**src/hdl/passive_tcp_rtt_estimator_core_defines.svh**
```systemverilog
// assertion macros for the rtt estimator core
`ifndef PASSIVE_TCP_RTT_ESTIMATOR_CORE_DEFINES_SVH
`define PASSIVE_TCP_RTT_ESTIMATOR_CORE_DEFINES_SVH

// implication checked at every clock edge, held off during reset
`define PTRE_ASSERT_IMPL(lbl, pre, post, msg) \
  lbl: assert property (@(posedge clk) disable iff (!rst_n) (pre) |-> (post)) else $error(msg);

// implication checked in the cycle after the trigger
`define PTRE_ASSERT_NEXT(lbl, pre, post, msg) \
  lbl: assert property (@(posedge clk) disable iff (!rst_n) (pre) |=> (post)) else $error(msg);

`endif

```
**src/hdl/ptre_pkg.sv**
```systemverilog
// shared types and constants of the rtt estimator core
`default_nettype none
package ptre_pkg;

  localparam int unsigned InDataW  = 120;
  localparam int unsigned InUserW  = 2;
  localparam int unsigned OutDataW = 320;
  localparam int unsigned OutUserW = 3;
  localparam logic [31:0] MaxRttReset = 32'd20000000;

  // controller to datapath
  typedef struct packed {
    logic latch_in;
    logic top_rd;
    logic top_chk;
    logic pop_rd;
    logic pop_chk;
    logic upd_err;
    logic upd_apply;
    logic emit;
  } ptre_cmd_t;

  // datapath to controller
  typedef struct packed {
    logic dir_valid;
    logic payload_pos;
    logic fill_o_nz;
    logic fill_d_nz;
    logic pop_hit;
  } ptre_stat_t;

endpackage
`default_nettype wire

```
**src/hdl/ptre_ctrl.sv**
```systemverilog
// packet sequencer of the rtt estimator core
`default_nettype none
module ptre_ctrl (
  input  wire logic                clk,
  input  wire logic                rst_n,
  input  wire logic                in_tvalid,
  output logic                     in_tready,
  output logic                     out_tvalid,
  input  wire logic                out_tready,
  input  wire ptre_pkg::ptre_stat_t stat,
  output ptre_pkg::ptre_cmd_t       cmd
);
  import ptre_pkg::*;

  typedef enum logic [3:0] {
    IDLE, DECIDE, TOP_RD, TOP_CHK, POP_RD, POP_CHK, UPD_ERR, UPD_APPLY, EMIT
  } state_t;

  state_t state_r;
  logic   in_tready_r;
  logic   out_tvalid_r;
  logic   emit_go;

  assign in_tready  = in_tready_r;
  assign out_tvalid = out_tvalid_r;
  assign emit_go    = (state_r == EMIT) && (!out_tvalid_r || out_tready);

  // command decode
  always_comb begin
    cmd           = '0;
    cmd.latch_in  = in_tready_r && in_tvalid;
    cmd.top_rd    = (state_r == TOP_RD);
    cmd.top_chk   = (state_r == TOP_CHK);
    cmd.pop_rd    = (state_r == POP_RD);
    cmd.pop_chk   = (state_r == POP_CHK);
    cmd.upd_err   = (state_r == UPD_ERR);
    cmd.upd_apply = (state_r == UPD_APPLY);
    cmd.emit      = emit_go;
  end

  // state and registered handshake outputs
  always_ff @(posedge clk) begin
    if (!rst_n) begin
      state_r      <= IDLE;
      in_tready_r  <= 1'b0;
      out_tvalid_r <= 1'b0;
    end else begin
      // result valid: set on issue, cleared when taken
      if (emit_go) begin
        out_tvalid_r <= 1'b1;
      end else if (out_tready) begin
        out_tvalid_r <= 1'b0;
      end
      unique case (state_r)
        IDLE: begin
          if (in_tready_r && in_tvalid) begin
            in_tready_r <= 1'b0;
            state_r     <= DECIDE;
          end else begin
            in_tready_r <= 1'b1;
          end
        end
        DECIDE: begin
          priority if (!stat.dir_valid) begin
            state_r <= EMIT;
          end else if (!stat.payload_pos) begin
            state_r <= POP_RD;
          end else if (stat.fill_o_nz) begin
            state_r <= TOP_RD;
          end else begin
            state_r <= TOP_CHK;
          end
        end
        TOP_RD:  state_r <= TOP_CHK;
        TOP_CHK: state_r <= POP_RD;
        POP_RD: begin
          state_r <= stat.fill_d_nz ? POP_CHK : UPD_ERR;
        end
        POP_CHK: begin
          state_r <= stat.pop_hit ? POP_RD : UPD_ERR;
        end
        UPD_ERR:   state_r <= UPD_APPLY;
        UPD_APPLY: state_r <= EMIT;
        EMIT: begin
          if (emit_go) begin
            in_tready_r <= 1'b1;
            state_r     <= IDLE;
          end
        end
        default: state_r <= IDLE;
      endcase
    end
  end

endmodule
`default_nettype wire

```
**config.mk**
```make
export PLATFORM = sky130hd
export DESIGN_NAME = ptre_ctrl
export DESIGN_NICKNAME = d
export VERILOG_FILES = /design/src/hdl/passive_tcp_rtt_estimator_core_defines.svh /design/src/hdl/ptre_pkg.sv /design/src/hdl/ptre_ctrl.sv
export SDC_FILE = /design/constraint.sdc
export NUM_CORES = 1
export LEC_CHECK = 0
export ABC_AREA = 0
export BUFFER_PORTS_ARGS = -buffer_cell sky130_fd_sc_hd__buf_2
export CAP_MARGIN = 20
export CORE_UTILIZATION = 25
export CTS_CLUSTER_DIAMETER = 120
export DETAILED_ROUTE_END_ITERATION = 6
export GPL_ROUTABILITY_DRIVEN = 1
export GPL_TIMING_DRIVEN = 0
export SYNTH_ARGS = -nofsm -noshare
export SYNTH_HDL_FRONTEND = slang
export SYNTH_SLANG_ARGS = --single-unit
```
**constraint.sdc**
```tcl
create_clock -name clk -period 3.2 [get_ports clk]
set_clock_uncertainty 0.1 [all_clocks]
set_input_delay 0.64 -clock clk [delete_from_list [all_inputs] [get_ports clk]]
set_output_delay 0.64 -clock clk [all_outputs]
set_load 0.02 [all_outputs]
```
=== Yosys cells after proc, flatten, opt, wreduce, memory -nomap -nowiden ===
Index checks and enable logic that the tools add are counted.

* Reduce and logical (&&, ||, !) cells: 9
* Add/subtract/negate cells: 0
* Order comparisons: 0
* Bitwise gates (word level): 0
* Divide/modulo/power cells: 0
* Multiply operators: 0
* Muxes and demuxes: 13
* Shifts and indexed selects: 0
* Equal/unequal tests: 10

{| class="wikitable"
|+ Operators with widths
! operator !! count
|-
| $pmux 4 s9 || 1
|-
| $eq 4x3->1 const B || 4
|-
| $mux 4 || 3
|-
| $eq 4x2->1 const B || 2
|-
| $mux 1 || 5
|-
| $eq 4x1->1 const B || 1
|-
| $eq 4x4->1 const B || 1
|-
| $logic_not 4->1 || 1
|-
| $mux 2 || 2
|-
| $ne 2x2->1 const B || 2
|-
| $reduce_and 2->1 || 2
|-
| $reduce_bool 2->1 || 2
|-
| $mux 3 || 1
|-
| $logic_and 1x1->1 || 2
|-
| $pmux 1 s2 || 1
|-
| $logic_not 1->1 || 1
|-
| $logic_or 1x1->1 || 1
|}

* Bits in registers: 6
* Logic and storage cells: 35
* Latch bits: 0
* Input port bits: 9
* Output and inout port bits: 10
* Memory bits (writable): 0
* Memory bits (read-only): 0
* Memories kept: 0

=== Depth between registers and ports, before layout ===
* Depth in word-level cells: 5
* Gate-level depth with buffers: 4
* Depth with buffers taken out: 4

=== Worst setup path before layout ===
Ideal clock, no wire load.

* Kind: input port to output port
* Start point: input out_tready
* End point: output cmd[0] (netlist bit)
* Path slack: 1327 ps
* Stages: 3
* Path buffers: 1
* Arrival: 1133 ps
* Data required time: 2460 ps
* Path through: nor2b_1 > and2b_1 > buf_4

* Longest elaborated chain between the ends: 2

{| class="wikitable"
|+ Ends and longest elaborated chain
! item !! line !! text
|-
| from (decl) || ptre_ctrl.sv:9 || <nowiki>input wire logic out_tready,</nowiki>
|-
| $logic_or 1x1->1 || ptre_ctrl.sv:26 || <nowiki>assign emit_go = (state_r == EMIT) && (!out_tvalid_r || out_tready);</nowiki>
|-
| $logic_and 1x1->1 || ptre_ctrl.sv:26 ||
|-
| to (decl) || ptre_ctrl.sv:11 || <nowiki>output ptre_pkg::ptre_cmd_t cmd</nowiki>
|}

Every way passes these cells.

=== Worst setup path in the final report ===
* Start point: register state_r[3]
* End point: output cmd[0] (netlist bit)

* Longest elaborated chain between the ends: 2

{| class="wikitable"
|+ Ends and longest elaborated chain
! item !! line !! text
|-
| from (decl) || ptre_ctrl.sv:19 || <nowiki>state_t state_r;</nowiki>
|-
| from (signal assigned) || ptre_ctrl.sv:77 || <nowiki>state_r <= stat.fill_d_nz ? POP_CHK : UPD_ERR;</nowiki>
|-
| from (signal assigned) || ptre_ctrl.sv:80 || <nowiki>state_r <= stat.pop_hit ? POP_RD : UPD_ERR;</nowiki>
|-
| $eq 4x4->1 || ptre_ctrl.sv:26 ||
|-
| $logic_and 1x1->1 || ptre_ctrl.sv:26 ||
|}

Every way passes these cells.

==> results by group <==
Status
  • Status: completed

Die
  • Die width: 42.8 um
  • Core Rows: 14
  • Die area: 0.00183 mm^2
  • Io pins: 19
  • Die Y: 42.8 um
  • Initial Util: 27.3%
  • Core area: 0.00152 mm^2

Global routing
  • Met3 usage: 2.55%
  • GRT Util Overall: 11.7%
  • Initial antenna violation count: 0
  • Number of global-route vias before repair: 379
  • Met1 GRT Util: 14.4%
  • Met2 GRT Util: 18.2%
  • Pin count of the biggest net entering global routing: 11
  • Global-route wire length before repair: 1570 um
  • Global route total overflow: 0
  • GRT Max-Usage Layer: met2

Detailed routing
  • ANT nets after route: 0
  • Drt pass-1 iters: 2
  • DRC viols: 0
  • Vias: 426
  • Drt wl/cell: 11.5 um
  • Via/cell ratio: 5.01
  • 1st-iter DRT viols: 3
  • Total routed wirelength: 978 um

Timing
  • Fmax: 444 MHz
  • Setup TNS: 0 ns
  • Slew HR: 76.4%
  • Final setup violation count: 0
  • Final hold viol count: 0
  • Slew @ Worst Pin: 0.351 ns
  • Slew Viols, Final: 0
  • Fin crit share: 70.5%
  • WHS: 0.418 ns
  • RSZ-0062 raised after global routing: false
  • Min Clock Period, post-route: 2.25 ns

Placement
  • Input/output buffers: 18
  • Placed cell area: 527 um^2
  • Post-DP HPWL: 769 um
  • GP Congestion: 0.730

Cells and area
  • Area growth, synth to finish: 31.8%
  • Layout cell share with drive strength beyond 1: 44.9%
  • Post-route design area: 549 um^2
  • Diodes inserted: 0
  • Nets@finish: 80
  • Fillers: 153

Synthesis
  • Largest area contributor in the netlist: dfxtp_1
  • Sequential element share of the synthesized area: 28.8%
  • #FFs+latches synth: 6
  • Top post-synthesis cells by count: 6 x dfxtp_1, 5 x nor3_1, 4 x nand2b_1
  • Synth cell types: 26
  • Async S/R FF share, synth: 0%
  • Yosys top cell area share: 28.8%
  • Post-synth EDFFs: 0
  • Synth Flop Type: dfxtp_1
  • Syn Inst Count: 48
  • Synth Cell Area: 417 um^2
  • Yosys warning total: 0
  • Syn nets: 57
  • Count leader, synth: dfxtp_1
  • Top post-synthesis cells by area: dfxtp_1 29%, nor4b_2 7.2%, nand2b_1 6.0%
  • Syn Area/Cell: 8.68 um^2

Setup path
  • Startpoint class of the critical path: flip-flop
  • Crit end category: output port
  • Worst setup path category: reg2out
  • CP max FO: 8
  • Data required, critical path: 2.46 ns
  • Critical Path AT: 1.51 ns

Clock network
  • CTS Buf Count: 3
  • CTS resizes: 0
  • Root Driver: clkbuf_4
  • Latest clock arrival within the worst-skew pair: 0.24 ns
  • CTS tree: yes
  • Clk sink count: 6
  • Clk slew on worst S/H paths: 0.05 ns
  • Htree depth: 1
  • Post-CTS setup buffer count: 0
  • Clock Path Buffers: 2
  • Post-CTS Hold Buffers: 0

Power and ir drop
  • Lkg Pwr: 0.000260 uW
  • Power density cells: 665 mW/mm^2
  • Peak VDD IR: 0.000242 V

Worst hold path
  • Hold Crit Class: reg2reg

Flow run
  • Max Cap Violations: 0
==> placed cells by master (no fill, tap or decap), drive strengths merged, types with 2 or more instances in the layout <==
cell type,count
nor2,3
nor3,5
dfxtp,6
nor2b,2
buf,22
nand2b,4
o21a,3
nand2,3
inv,2
clkbuf,3
nor4b,2
==> cell families (layout without fill, tap and decap cells) <==
family	Yosys count	count (layout)	synth area share (%)
and+or+nand+nor	25	25	38.7
AOI/OAI and AO/OA	11	11	22.2
DFF	6	6	28.8
buffers and inverters	6	27	10.2
==> routing by layer <==
| layer | vias up | wire length, um |
|---|---|---|
| met3 | 0 | 18 |
| li1 | 220 | - |
| met2 | 5 | 490 |
| met5 | - | 0 |
| met4 | 0 | 0 |
| met1 | 201 | 469 |
==> area by class of cell <==
cell class | count | area, um^2 | area share, %
multi-input combinational | 36 | 254 | 46.2
sequential | 6 | 120 | 21.9
timing repair buffer | 18 | 90.1 | 16.4
buffer | 4 | 35.0 | 6.38
clock buffer | 3 | 22.5 | 4.10
tap | 16 | 20.0 | 3.64
inverter | 2 | 7.51 | 1.37
==> report_power, final <==
part           total, uW  leakage, uW  switching, uW  internal [uW]
clock               69.2    0.0000138           26.9           42.4
combinational        184     0.000198            102           82.5
sequential           112    0.0000490           17.5           94.4
==> worst max-delay path: stages, from the launching register on <==
cell and delay [ns]:
dfxtp_1 0.47, nor4b_2 0.37, and2b_1 0.19, buf_4 0.10, buf_2 0.14
==> per-stage QoR <==
stage	util, %	setup slack (ns)	total power [uW]	instances
2_1_floorplan	-	1.33	253	48
3_3_place_gp	34.6	1.08	294	82
3_5_place_dp	34.6	1.08	298	82
4_1_cts	36.0	0.924	370	85
5_1_grt	36.0	0.845	393	85
6_report	36.0	0.945	365	85
==> sequential cells by signal, summed over array words and instances, names as in the netlist <==
signal and flops:
in_tready 1, out_tvalid 1, state_r 4
==> final timing paths <==
path	start	to	slack, ns	depth (start not counted)
setup reg to reg	state_r[0]	state_r[0]	1.80	4
hold / removal	in_tready	state_r[0]	0.42	2
setup / recovery	state_r[3]	cmd[0]	0.95	4
hold reg to reg	in_tready	state_r[0]	0.42	2
Note: power is estimated with default switching activity, not from simulation.
